**src/kme_pkg.sv**
```systemverilog
`timescale 1ns / 1ps
`default_nettype none

package kme_pkg;

  localparam int ROW_W  = 4;
  localparam int COLB_W = 8;
  localparam int CODE_W = 7;
  localparam int PEND_W = 2 * COLB_W;
  localparam int PIDX_W = $clog2(PEND_W);

  localparam logic [COLB_W-1:0] RESET_LEVELS = 8'hFF;

  localparam logic OP_SCAN   = 1'b0;
  localparam logic OP_PRESET = 1'b1;

  localparam logic DIR_PRESS   = 1'b0;
  localparam logic DIR_RELEASE = 1'b1;

  typedef enum logic [1:0] {
    KME_IDLE,
    KME_CALC,
    KME_EMIT
  } kme_state_t;

  typedef struct packed {
    logic load;
    logic calc;
    logic step;
  } ctl_cmd_t;

  typedef struct packed {
    logic skip;
    logic preset;
    logic chg_any;
    logic pend_last;
    logic out_free;
  } dp_sts_t;

endpackage

`default_nettype wire

```
**src/kme_in_if.sv**
```systemverilog
`timescale 1ns / 1ps
`default_nettype none

interface kme_in_if;
  logic                        valid;
  logic                        ready;
  logic                        op;
  logic [kme_pkg::ROW_W-1:0]   row;
  logic [kme_pkg::COLB_W-1:0]  column_bits;

  modport source (output valid, output op, output row, output column_bits, input ready);
  modport sink   (input valid, input op, input row, input column_bits, output ready);
endinterface

`default_nettype wire

```
**src/kme_out_if.sv**
```systemverilog
`timescale 1ns / 1ps
`default_nettype none

interface kme_out_if;
  logic                        valid;
  logic                        ready;
  logic [kme_pkg::CODE_W-1:0]  key_code;
  logic                        is_system;
  logic                        direction;
  logic                        last;

  modport source (output valid, output key_code, output is_system, output direction,
                  output last, input ready);
  modport sink   (input valid, input key_code, input is_system, input direction,
                  input last, output ready);
endinterface

`default_nettype wire

```
**src/kme_ctrl.sv**
```systemverilog
`timescale 1ns / 1ps
`default_nettype none

module kme_ctrl (
  input  wire logic              clk,
  input  wire logic              rst_n,
  input  wire logic              in_valid,
  output logic                   in_ready,
  input  wire kme_pkg::dp_sts_t  sts,
  output kme_pkg::ctl_cmd_t      cmd
);

  kme_pkg::kme_state_t state_r;
  kme_pkg::kme_state_t state_nxt;

  always_ff @(posedge clk) begin
    if (!rst_n) begin
      state_r <= kme_pkg::KME_IDLE;
    end else begin
      state_r <= state_nxt;
    end
  end

  always_comb begin
    state_nxt = state_r;
    unique case (state_r)
      kme_pkg::KME_IDLE: begin
        if (in_valid) begin
          state_nxt = kme_pkg::KME_CALC;
        end
      end
      kme_pkg::KME_CALC: begin
        if (sts.skip || sts.preset || !sts.chg_any) begin
          state_nxt = kme_pkg::KME_IDLE;
        end else begin
          state_nxt = kme_pkg::KME_EMIT;
        end
      end
      kme_pkg::KME_EMIT: begin
        if (sts.out_free && sts.pend_last) begin
          state_nxt = kme_pkg::KME_IDLE;
        end
      end
      default: begin
        state_nxt = kme_pkg::KME_IDLE;
      end
    endcase
  end

  always_comb begin
    in_ready = 1'b0;
    cmd      = '0;
    unique case (state_r)
      kme_pkg::KME_IDLE: begin
        in_ready = 1'b1;
        cmd.load = in_valid;
      end
      kme_pkg::KME_CALC: begin
        cmd.calc = !sts.skip;
      end
      kme_pkg::KME_EMIT: begin
        cmd.step = sts.out_free;
      end
      default: begin
        in_ready = 1'b0;
      end
    endcase
  end

endmodule

`default_nettype wire

```
**src/kme_datapath.sv**
```systemverilog
`timescale 1ns / 1ps
`default_nettype none

module kme_datapath #(
  parameter int ROWS = 10,
  parameter int COLS = 8
) (
  input  wire logic                        clk,
  input  wire logic                        rst_n,
  input  wire kme_pkg::ctl_cmd_t           cmd,
  output kme_pkg::dp_sts_t                 sts,
  input  wire logic                        in_op,
  input  wire logic [kme_pkg::ROW_W-1:0]   in_row,
  input  wire logic [kme_pkg::COLB_W-1:0]  in_column_bits,
  output logic                             out_valid,
  input  wire logic                        out_ready,
  output logic [kme_pkg::CODE_W-1:0]       out_key_code,
  output logic                             out_is_system,
  output logic                             out_direction,
  output logic                             out_last
);

  localparam int DEPTH  = ROWS + 1;
  localparam int IDXW   = (DEPTH > 1) ? $clog2(DEPTH) : 1;
  localparam int EVC    = (COLS < kme_pkg::COLB_W) ? COLS : kme_pkg::COLB_W;
  localparam int PROD_W = kme_pkg::ROW_W + 5;
  localparam logic [kme_pkg::COLB_W-1:0] COL_MASK =
    kme_pkg::COLB_W'((16'(1) << EVC) - 16'(1));

  logic [kme_pkg::COLB_W-1:0] mem_r [DEPTH];
  logic [DEPTH-1:0]           valid_r;

  logic [kme_pkg::COLB_W-1:0] rd_data_r;
  logic                       rd_valid_r;
  logic                       op_r;
  logic                       skip_r;
  logic                       sys_r;
  logic [kme_pkg::ROW_W-1:0]  row_r;
  logic [IDXW-1:0]            idx_r;
  logic [kme_pkg::COLB_W-1:0] now_r;
  logic [PROD_W-1:0]          base_r;
  logic [kme_pkg::PEND_W-1:0] pend_r;

  logic                       out_valid_r;
  logic [kme_pkg::CODE_W-1:0] key_code_r;
  logic                       is_system_r;
  logic                       direction_r;
  logic                       last_r;

  logic                       in_range;
  logic [IDXW-1:0]            in_idx;
  logic [kme_pkg::COLB_W-1:0] prior;
  logic [kme_pkg::COLB_W-1:0] pressed;
  logic [kme_pkg::COLB_W-1:0] released;
  logic [kme_pkg::PEND_W-1:0] lowbit;
  logic [kme_pkg::PEND_W-1:0] pend_rest;
  logic [kme_pkg::PIDX_W-1:0] low_idx;
  logic [PROD_W-1:0]          prod;
  logic                       out_free;

  assign in_range = (32'(in_row) <= 32'(ROWS));
  assign in_idx   = IDXW'(in_row);

  assign prior    = rd_valid_r ? rd_data_r : kme_pkg::RESET_LEVELS;
  assign pressed  = ~now_r & prior & COL_MASK;
  assign released = now_r & ~prior & COL_MASK;
  assign prod     = PROD_W'(row_r) * PROD_W'(COLS);

  assign lowbit    = pend_r & (~pend_r + kme_pkg::PEND_W'(1));
  assign pend_rest = pend_r & ~lowbit;

  always_comb begin
    low_idx = '0;
    for (int i = 0; i < kme_pkg::PEND_W; i++) begin
      if (lowbit[i]) begin
        low_idx = low_idx | kme_pkg::PIDX_W'(i);
      end
    end
  end

  assign out_free = !out_valid_r || out_ready;

  always_ff @(posedge clk) begin
    if (cmd.load && in_range) begin
      rd_data_r <= mem_r[in_idx];
    end
    if (cmd.calc) begin
      mem_r[idx_r] <= now_r;
    end
  end

  always_ff @(posedge clk) begin
    if (!rst_n) begin
      valid_r    <= '0;
      rd_valid_r <= 1'b0;
      skip_r     <= 1'b1;
      op_r       <= kme_pkg::OP_SCAN;
      pend_r     <= '0;
    end else begin
      if (cmd.load) begin
        skip_r     <= !in_range;
        op_r       <= in_op;
        rd_valid_r <= in_range && valid_r[in_idx];
      end
      if (cmd.calc) begin
        valid_r[idx_r] <= 1'b1;
        pend_r         <= {released, pressed};
      end else if (cmd.step) begin
        pend_r <= pend_rest;
      end
    end
  end

  always_ff @(posedge clk) begin
    if (cmd.load) begin
      row_r <= in_row;
      idx_r <= in_idx;
      now_r <= in_column_bits;
      sys_r <= (32'(in_row) == 32'(ROWS));
    end
    if (cmd.calc) begin
      base_r <= sys_r ? '0 : prod;
    end
  end

  always_ff @(posedge clk) begin
    if (!rst_n) begin
      out_valid_r <= 1'b0;
    end else if (cmd.step) begin
      out_valid_r <= 1'b1;
    end else if (out_ready) begin
      out_valid_r <= 1'b0;
    end
  end

  always_ff @(posedge clk) begin
    if (cmd.step) begin
      key_code_r  <= kme_pkg::CODE_W'(base_r + PROD_W'(low_idx[kme_pkg::PIDX_W-2:0]));
      is_system_r <= sys_r;
      direction_r <= low_idx[kme_pkg::PIDX_W-1] ? kme_pkg::DIR_RELEASE : kme_pkg::DIR_PRESS;
      last_r      <= (pend_rest == '0);
    end
  end

  assign sts.skip      = skip_r;
  assign sts.preset    = (op_r == kme_pkg::OP_PRESET);
  assign sts.chg_any   = |{released, pressed};
  assign sts.pend_last = (pend_rest == '0);
  assign sts.out_free  = out_free;

  assign out_valid     = out_valid_r;
  assign out_key_code  = key_code_r;
  assign out_is_system = is_system_r;
  assign out_direction = direction_r;
  assign out_last      = last_r;

endmodule

`default_nettype wire

```
**src/key_matrix_event_generator.sv**
```systemverilog
// Key matrix event generator.
// in_ch takes one row item per transfer: op (scan or preset), row index and
// the active-low column levels of that row. Row ROWS is the system button row;
// higher row indexes are dropped with no effect.
// out_ch gives one event per changed column: press events first, then release
// events, each in ascending column order; last marks the final event of a scan.
// An input transfer loads the item registers and reads the row store through
// a registered port, once per item; the CALC state fills a pending-change
// vector and the EMIT state moves the first event into the output register.
// The event loop emits one column per cycle while the output register is free.
// Preset items and scans with no change give no event.
// At reset every row reads as all keys released; per-row valid bits clear at
// once, so no clearing pass is needed and the first item is taken right away.
// When the receiver stalls, the pending event holds in the output register and
// the event loop waits; input is taken again only after the last event of the
// current scan has entered the output register.
`timescale 1ns / 1ps
`default_nettype none

module key_matrix_event_generator #(
  parameter int ROWS = 10,
  parameter int COLS = 8
) (
  input  wire logic  clk,
  input  wire logic  rst_n,
  kme_in_if.sink     in_ch,
  kme_out_if.source  out_ch
);

  kme_pkg::ctl_cmd_t cmd;
  kme_pkg::dp_sts_t  sts;
  logic              in_ready;

  kme_ctrl u_ctrl (
    .clk      (clk),
    .rst_n    (rst_n),
    .in_valid (in_ch.valid),
    .in_ready (in_ready),
    .sts      (sts),
    .cmd      (cmd)
  );

  kme_datapath #(
    .ROWS (ROWS),
    .COLS (COLS)
  ) u_datapath (
    .clk            (clk),
    .rst_n          (rst_n),
    .cmd            (cmd),
    .sts            (sts),
    .in_op          (in_ch.op),
    .in_row         (in_ch.row),
    .in_column_bits (in_ch.column_bits),
    .out_valid      (out_ch.valid),
    .out_ready      (out_ch.ready),
    .out_key_code   (out_ch.key_code),
    .out_is_system  (out_ch.is_system),
    .out_direction  (out_ch.direction),
    .out_last       (out_ch.last)
  );

  assign in_ch.ready = in_ready;

  a_busy_after_transfer: assert property (@(posedge clk) disable iff (!rst_n)
    in_ch.valid && in_ch.ready |=> !in_ch.ready)
    else $error("input taken again right after a transfer");

  a_scan_not_done: assert property (@(posedge clk) disable iff (!rst_n)
    out_ch.valid && !out_ch.last |-> !in_ch.ready)
    else $error("input ready while a scan still has events");

  a_system_code: assert property (@(posedge clk) disable iff (!rst_n)
    out_ch.valid && out_ch.is_system |-> (out_ch.key_code < 7'd8))
    else $error("system event with key code beyond column range");

endmodule

`default_nettype wire

```
**src/flat_wrapper.sv**
```systemverilog
// flat-port wrapper written by rule: the top's interface ports become plain ports
module key_matrix_event_generator_flat 
#(
  parameter int ROWS = 10,
  parameter int COLS = 8
)
  (clk, rst_n, in_ch_valid, in_ch_op, in_ch_row, in_ch_column_bits, in_ch_ready, out_ch_valid, out_ch_key_code, out_ch_is_system, out_ch_direction, out_ch_last, out_ch_ready);
  kme_in_if in_ch_i ();
  kme_out_if out_ch_i ();
  input  wire logic clk;
  input  wire logic rst_n;
  input wire logic [$bits(in_ch_i.valid)-1:0] in_ch_valid;
  input wire logic [$bits(in_ch_i.op)-1:0] in_ch_op;
  input wire logic [$bits(in_ch_i.row)-1:0] in_ch_row;
  input wire logic [$bits(in_ch_i.column_bits)-1:0] in_ch_column_bits;
  output wire logic [$bits(in_ch_i.ready)-1:0] in_ch_ready;
  output wire logic [$bits(out_ch_i.valid)-1:0] out_ch_valid;
  output wire logic [$bits(out_ch_i.key_code)-1:0] out_ch_key_code;
  output wire logic [$bits(out_ch_i.is_system)-1:0] out_ch_is_system;
  output wire logic [$bits(out_ch_i.direction)-1:0] out_ch_direction;
  output wire logic [$bits(out_ch_i.last)-1:0] out_ch_last;
  input wire logic [$bits(out_ch_i.ready)-1:0] out_ch_ready;
  assign in_ch_i.valid = in_ch_valid;
  assign in_ch_i.op = in_ch_op;
  assign in_ch_i.row = in_ch_row;
  assign in_ch_i.column_bits = in_ch_column_bits;
  assign in_ch_ready = in_ch_i.ready;
  assign out_ch_valid = out_ch_i.valid;
  assign out_ch_key_code = out_ch_i.key_code;
  assign out_ch_is_system = out_ch_i.is_system;
  assign out_ch_direction = out_ch_i.direction;
  assign out_ch_last = out_ch_i.last;
  assign out_ch_i.ready = out_ch_ready;
  key_matrix_event_generator #(.ROWS(ROWS), .COLS(COLS)) u_core (.clk(clk), .rst_n(rst_n), .in_ch(in_ch_i), .out_ch(out_ch_i));
endmodule
```
**config.mk**
```make
export PLATFORM = sky130hd
export DESIGN_NAME = key_matrix_event_generator_flat
export DESIGN_NICKNAME = d
export VERILOG_FILES = /design/src/kme_pkg.sv /design/src/kme_in_if.sv /design/src/kme_out_if.sv /design/src/kme_ctrl.sv /design/src/kme_datapath.sv /design/src/key_matrix_event_generator.sv /design/src/flat_wrapper.sv
export SDC_FILE = /design/constraint.sdc
export NUM_CORES = 1
export LEC_CHECK = 0
export BUFFER_PORTS_ARGS = -buffer_cell sky130_fd_sc_hd__buf_2
export CORE_ASPECT_RATIO = 0.75
export CORE_MARGIN = 1
export CORE_UTILIZATION = 40
export DETAILED_ROUTE_END_ITERATION = 16
export SYNTH_ARGS = -nofsm -noshare
export SYNTH_HDL_FRONTEND = slang
export SYNTH_HIERARCHICAL = 1
export SYNTH_SLANG_ARGS = --single-unit
export TNS_END_PERCENT = 50
```
**constraint.sdc**
```tcl
create_clock -name clk -period 2.7 [get_ports clk]
set_clock_uncertainty 0.05 [all_clocks]
set_input_delay 0.135 -clock clk [delete_from_list [all_inputs] [get_ports clk]]
set_output_delay 0.135 -clock clk [all_outputs]
set_load 0.01 [all_outputs]
```
==> impl_metrics.tcl, run 1 <==
set metrics [dict create \
    outcome "complete, no violations" \
    drive_gt1_share_pct 21.7 \
    dieArea_mm2 0.0167 \
    worstSkewPairLatency_ns 0.42 \
    cts_max_path_buffers 2 \
    cp_data_arrival_time_ns 2.60 \
    power_density_mw_per_mm2 678 \
    synthTopCellsByCount "123 x edfxtp_1, 34 x nand2_1, 33 x dfxtp_1, 30 x o21ai_0, 24 x nor2_1" \
    end_kind "flop" \
    path_cells "nor2b_1, nor4_1, a21oi_1, a2111oi_0, o211ai_1, and3b_1, a32o_1" \
    finalSetupViolations 0 \
    intPower_mw 3.96 \
    cpPeakStageDelay_ns 0.48 \
    drc_errors 0 \
    cts_tree "done" \
    syn2layout_area_growth_pct 17.0 \
    pwr-share-clk_pct 43.4 \
    place_ws_ns 0.426 \
    antenna_found_initial 0 \
    final_net_count 529 \
    synth_edf_count 123 \
    grt_pass1_wl_um 22600 \
    wl_per_cell_um 19.6 \
    syn_nets 473 \
    ir_drop_mv 0.424 \
    routed_wl_um 14300 \
    io_pins 29 \
    start_kind "flop" \
    grt_pass1_vias 3920 \
    rsz0062_at_grt "no" \
    grt-ovfl-total 0 \
    yosysTopAreaCell "edfxtp_1" \
    avgSynthCellArea_um2 14.2 \
    whs_path_depth 3 \
    cp_num_buf_inv 0 \
    post_layout_nonfiller_instances 730 \
    min_from "out_ch_ready" \
    fin_ws_ns 0.367 \
    synth_cell_type_count 55 \
    syn_inst 456 \
    worst_pin_slew_ns 0.870 \
    place_congestion 0.782 \
    timing.rr.start "u_core/u_datapath/now_r[3]" \
    p_leak_nw 2.67 \
    power_frac_comb_pct 4.7 \
    r2r_end "u_core/u_ctrl/state_r[1]" \
    final_area_mm2 0.00758 \
    ys_warn_count 6 \
    vias 3994 \
    via_per_inst 5.47 \
    cp.required_ns 2.96 \
    h-tree-depth 4 \
    seq_power_share_pct 51.9 \
    slowest_stage "a2111oi_0" \
    maxSlewViolCount 0 \
    cts-root-buf "clkbuf_16" \
    portBuffers 28 \
    grt_util_all_layers_pct 18.4 \
    rows 39 \
    crit_family "compound AO/OA/AOI/OAI gates" \
    ys_ff_latch 156 \
    syn-cell-area_mm2 0.00648 \
    hold_viol 0 \
    synth_top_cell_area_share_pct 57.0 \
    detail-route-antenna-nets 0 \
    r2r_slack_ns 0.37 \
    seq_area_frac_synth_pct 67.2 \
    die_w_um 149 \
    ys.flop_type "edfxtp_1" \
    first_iter_violations 427 \
    min_period_ns 2.33 \
    reg2reg_depth 7 \
    switching_power_mw 1.19 \
    synthArstFlopShare_pct 0 \
    dp.cells 689 \
    hpwlAfterDp_um 9520 \
    relSlewSlack_pct 42.0 \
    tns_ns 0 \
    num_antenna_cells 0 \
    grt_max_degree 33 \
    cts_buffers 17 \
    drtPass1Iterations 5 \
    start_util_pct 41.8 \
    cts_resized 0 \
    core_mm2 0.0155 \
    critPathMaxFanout 2 \
    clkSlewWorstSetupHoldPaths_ns 0.07 \
    hp-class "primary input to flop" \
    cap_violations 0 \
    cts_setup_buffers 0 \
    yosysMostFrequentCell "edfxtp_1" \
    swShare_pct 23.1 \
    place_area_mm2 0.00694 \
    yosys-top-cells-area "edfxtp_1 57%, dfxtp_1 10%, mux4_2 6.3%, mux2i_1 3.1%, o21ai_0 2.3%" \
    path_class "flop to flop" \
    die_height_um 112 \
    clock-sinks 156 \
    max_freq_ghz 0.429 \
    post-route-period-util_pct 86.4 \
    min_to "u_core/u_datapath/out_valid" \
]
==> cell usage in the layout (no fill, tap or decap), drive strengths merged, types with 6 or more instances in the layout <==
| cell | synthesis | layout |
|---|---|---|
| nand2 | 35 | 35 |
| nor2b | 13 | 13 |
| a21oi | 9 | 9 |
| buf | 12 | 53 |
| clkbuf | 13 | 19 |
| edfxtp | 123 | 123 |
| and2 | 7 | 7 |
| dlygate4sd3 | 0 | 9 |
| nor2 | 26 | 26 |
| nand3 | 8 | 8 |
| o21a | 13 | 13 |
| nor3 | 11 | 11 |
| o211ai | 7 | 7 |
| a21boi | 6 | 6 |
| nor4 | 9 | 9 |
| mux4 | 18 | 18 |
| mux2i | 20 | 20 |
| o21ai | 33 | 33 |
| dfxtp | 33 | 33 |
| inv | 14 | 22 |
==> registers in the layout (all words and copies together) (netlist names), 2 cells and up <==
name                            flops
u_core/u_datapath/pend_r           16
u_core/u_datapath/rd_data_r         8
u_core/u_datapath/mem_r            88
u_core/u_datapath/valid_r          11
u_core/u_datapath/idx_r             4
u_core/u_datapath/now_r             8
u_core/u_datapath/out_key_code      7
u_core/u_ctrl/state_r               2
u_core/u_datapath/base_r            4
==> how the worst max path moves through the flow <==
stage,startpoint,endpoint,cells after the start
after floorplan,u_core/u_datapath/skip_r,u_core/u_datapath/mem_r[0][0],6
after global placement,u_core/u_datapath/now_r[3],u_core/u_ctrl/state_r[1],7
after detailed placement,u_core/u_datapath/pend_r[4],u_core/u_ctrl/state_r[1],7
after CTS,u_core/u_datapath/pend_r[4],u_core/u_ctrl/state_r[1],7
after global routing,u_core/u_datapath/pend_r[4],u_core/u_ctrl/state_r[1],7
final,u_core/u_datapath/now_r[3],u_core/u_ctrl/state_r[1],7
==> timing repair <==
item	4_1_cts	5_1_grt
endpoints found under the hold margin	9	0
setup endpoints to repair	0	0
hold buffers	9	0
==> per-stage QoR <==
| step | hold slack, ns | power, mW | utilization, % |
|---|---|---|---|
| after global routing | 0.0211 | 5.31 | 48.9 |
| after detailed placement | 0.264 | 2.95 | 44.7 |
| final | 0.0216 | 5.14 | 48.9 |
| after floorplan | 0.184 | 2.86 | - |
| after CTS | 0.00249 | 5.19 | 48.9 |
| after global placement | 0.263 | 2.95 | 44.7 |
==> logic make-up after synthesis <==
family / count (synthesis) / synth area share [%]
buf+inv: 39 / 2.82
simple gates: 128 / 10.9
xor+xnor: 2 / 0.270
compound gates: 91 / 9.19
mux: 38 / 9.34
fa+ha+maj: 2 / 0.309
flops: 156 / 67.2
==> worst register-to-register path: stages, from the launching register on <==
cell and delay (ns):
edfxtp_1 0.44, nor2b_1 0.19, nor4_1 0.34, a21oi_1 0.11, a2111oi_0 0.48, o211ai_1 0.18, and3b_1 0.23, a32o_1 0.21
==> final cells by class <==
cell class / instances / area, um2
repair buffers: 62 / 418
fillers: 1352 / 7930
multi-input cells: 261 / 1950
clock inverters: 13 / 109
clock buffers: 19 / 443
well taps: 205 / 256
inverters: 14 / 52.6
flip-flops and latches: 156 / 4350
==> power groups by stage <==
stage	Combinational (mW)	Clock [mW]	Sequential [mW]
after floorplan	0.152	0	2.71
after global placement	0.229	0	2.72
after detailed placement	0.233	0	2.72
after CTS	0.243	2.28	2.67
after global routing	0.266	2.37	2.67
final	0.241	2.23	2.67
==> layer usage <==
metal / vias up / GRT usage [%] / part of all wire (%)
met1: 1980 / 27.5 / 49
met3: 23 / 4.27 / 5.9
met5: - / 0 / 0
met2: 136 / 26.2 / 43
li1: 1855 / - / -
met4: 0 / 6.60 / 1.7
Note: power is estimated with default switching activity, not from simulation.
==> run 2, diff against run 1 <==
--- a/config.mk
+++ b/config.mk
@@ -5,11 +5,12 @@
 export SDC_FILE = /design/constraint.sdc
 export NUM_CORES = 1
 export LEC_CHECK = 0
-export BUFFER_PORTS_ARGS = -buffer_cell sky130_fd_sc_hd__buf_2
 export CORE_ASPECT_RATIO = 0.75
 export CORE_MARGIN = 1
 export CORE_UTILIZATION = 40
 export DETAILED_ROUTE_END_ITERATION = 16
+export DONT_BUFFER_PORTS = 1
+export PLACE_DENSITY = 0.52
 export SYNTH_ARGS = -nofsm -noshare
 export SYNTH_HDL_FRONTEND = slang
 export SYNTH_HIERARCHICAL = 1
==> run 2 against run 1 <==
Sequential power barely moved. Flip-flop and latch count did not move. Largest power group unchanged. Hold slack got worse by 0.0065 ns. Power fell by 2.3%. Maximum frequency fell by 0.57%. Critical endpoint unchanged. Die area did not move. Cell count fell by 3.6%. Count of clock-buffer cells in the layout rose by 3.
==> impl_metrics.tcl, run 2 (synthesis gave the netlist of run 1 again) <==
set metrics [dict create \
    rsz0062_at_grt "no" \
    worst_pin_slew_ns 1.13 \
    worstSkewPairLatency_ns 0.42 \
    h-tree-depth 4 \
    seq_power_share_pct 53.1 \
    ir_drop_mv 0.470 \
    switching_power_mw 1.08 \
    cts_buffers 17 \
    utilization_pct 48.0 \
    min_period_ns 2.35 \
    path_cells "nor4_4, nand3_2, nor4_4, a211oi_1, nor4_2, nand2_1, a32o_1" \
    detail-route-antenna-nets 0 \
    routed_wl_um 15100 \
    cts_setup_buffers 0 \
    dieArea_mm2 0.0167 \
    place_congestion 0.900 \
    start_util_pct 41.8 \
    cp_num_buf_inv 0 \
    rows 39 \
    relSlewSlack_pct 24.7 \
    cts_max_path_buffers 2 \
    grt-ovfl-total 0 \
    die_w_um 149 \
    hp-class "primary input to flop" \
    syn2layout_area_growth_pct 14.9 \
    power_frac_comb_pct 4.2 \
    power_density_mw_per_mm2 675 \
    final_net_count 502 \
    total_power_mw 5.03 \
    core_mm2 0.0155 \
    portBuffers 0 \
    critPathMaxFanout 9 \
    maxSlewViolCount 0 \
    path_class "flop to flop" \
    crit_family "simple AND/OR/NAND/NOR gates" \
    grt_pass1_vias 3754 \
    tns_ns 0 \
    p_leak_nw 2.54 \
    pwr-share-clk_pct 42.7 \
    clkSlewWorstSetupHoldPaths_ns 0.06 \
    intPower_mw 3.95 \
    cp_data_arrival_time_ns 2.60 \
    wl_per_cell_um 21.5 \
    met3_usage_pct 4.67 \
    outcome "complete, no violations" \
    clock-sinks 156 \
    grt_pass1_wl_um 23300 \
    drtPass1Iterations 4 \
    layout_common_cells "123 x edfxtp_1, 34 x nand2_1, 33 x dfxtp_1" \
    grt_max_degree 37 \
    cts-root-buf "clkbuf_16" \
    cp.required_ns 2.96 \
    swShare_pct 21.4 \
    grtUsageMet2_pct 26.5 \
    io_pins 29 \
    cts_tree "done" \
    start_kind "flop" \
    slowest_stage "nor4_4" \
    hpwlAfterDp_um 9770 \
    drc_errors 0 \
    cap_violations 0 \
    reg.largest.list "u_core/u_datapath/mem_r: 88 flops, u_core/u_datapath/pend_r: 16 flops, u_core/u_datapath/valid_r: 11 flops" \
    hold_viol 0 \
    via_per_inst 5.42 \
    largest_register "u_core/u_datapath/mem_r" \
    n_fill_cell 1388 \
    cpPeakStageDelay_ns 0.45 \
    post_layout_nonfiller_instances 704 \
    layout_commonest_cell "edfxtp_1" \
    antenna_found_initial 2 \
    grt_util_all_layers_pct 19.7 \
    vias 3815 \
    busiest_layer "met1" \
    hold_slack_ns 0.0151 \
    finalSetupViolations 0 \
    largest_reg_flops 88 \
    first_iter_violations 414 \
    end_kind "flop" \
    cp_common_cell "nor4_4" \
    die_height_um 112 \
    post-route-period-util_pct 86.9 \
    grtUsageMet1_pct 31.1 \
    dp.cells 656 \
    drive_gt1_share_pct 15.7 \
    max_freq_ghz 0.426 \
]
==> run 2: area by class of cell <==
cell class                      count  area (um2)  share of cell area [%]
Clock buffer                       22         464                    6.23
Timing Repair Buffer               35         300                    4.03
Antenna cell                        1        2.50                  0.0336
Sequential cell                   156        4350                    58.5
Inverter                           14        52.6                   0.706
Tap cell                          205         256                    3.44
Clock inverter                     10        65.1                   0.874
Multi-Input combinational cell    261        1950                    26.2
==> run 2: what timing repair did <==
action                                  4_1_cts  5_1_grt
hold buffers                                 15        0
gates resized for setup                       0        0
hold endpoints to repair                     51        0
endpoints found under the setup margin        0        0
==> run 2: worst paths after layout <==
check	start	endpoint	slack [ns]	depth (start not counted)
max	u_core/u_datapath/pend_r[5]	u_core/u_ctrl/state_r[1]	0.35	7
min reg2reg	u_core/u_datapath/base_r[5]	u_core/u_datapath/out_key_code[5]	0.38	0
min	in_ch_row[1]	u_core/u_datapath/rd_data_r[1]	0.02	4
max reg2reg	u_core/u_datapath/pend_r[5]	u_core/u_ctrl/state_r[1]	0.35	7
==> run 2: layer usage <==
metal | vias to the layer above | share of wire (%) | routed length (um)
met5 | - | 0 | 0
met4 | 0 | 0.84 | 127
met3 | 10 | 4.5 | 678
met2 | 105 | 42 | 6340
met1 | 1897 | 53 | 8000
li1 | 1803 | - | -
==> run 2: power groups by stage <==
| stage | clock network (mW) | logic, mW | registers [mW] |
|---|---|---|---|
| after floorplan | 0 | 0.152 | 2.71 |
| after global placement | 0 | 0.177 | 2.72 |
| after detailed placement | 0 | 0.178 | 2.72 |
| after CTS | 2.20 | 0.212 | 2.67 |
| after global routing | 2.29 | 0.232 | 2.67 |
| final | 2.15 | 0.212 | 2.67 |
==> run 2: tightest hold or removal path, stage by stage <==
cell	delay [ns]
nand2_1	0.03
o21ai_0	0.09
nand2_1	0.06
o21ai_0	0.06
==> run 2: metrics by stage <==
step                      setup WS, ns  instance area (um2)
final                            0.354                 7450
after detailed placement         0.431                 6760
after global routing             0.230                 7450
after global placement           0.540                 6760
after floorplan                  0.179                 6490
after CTS                        0.414                 7440
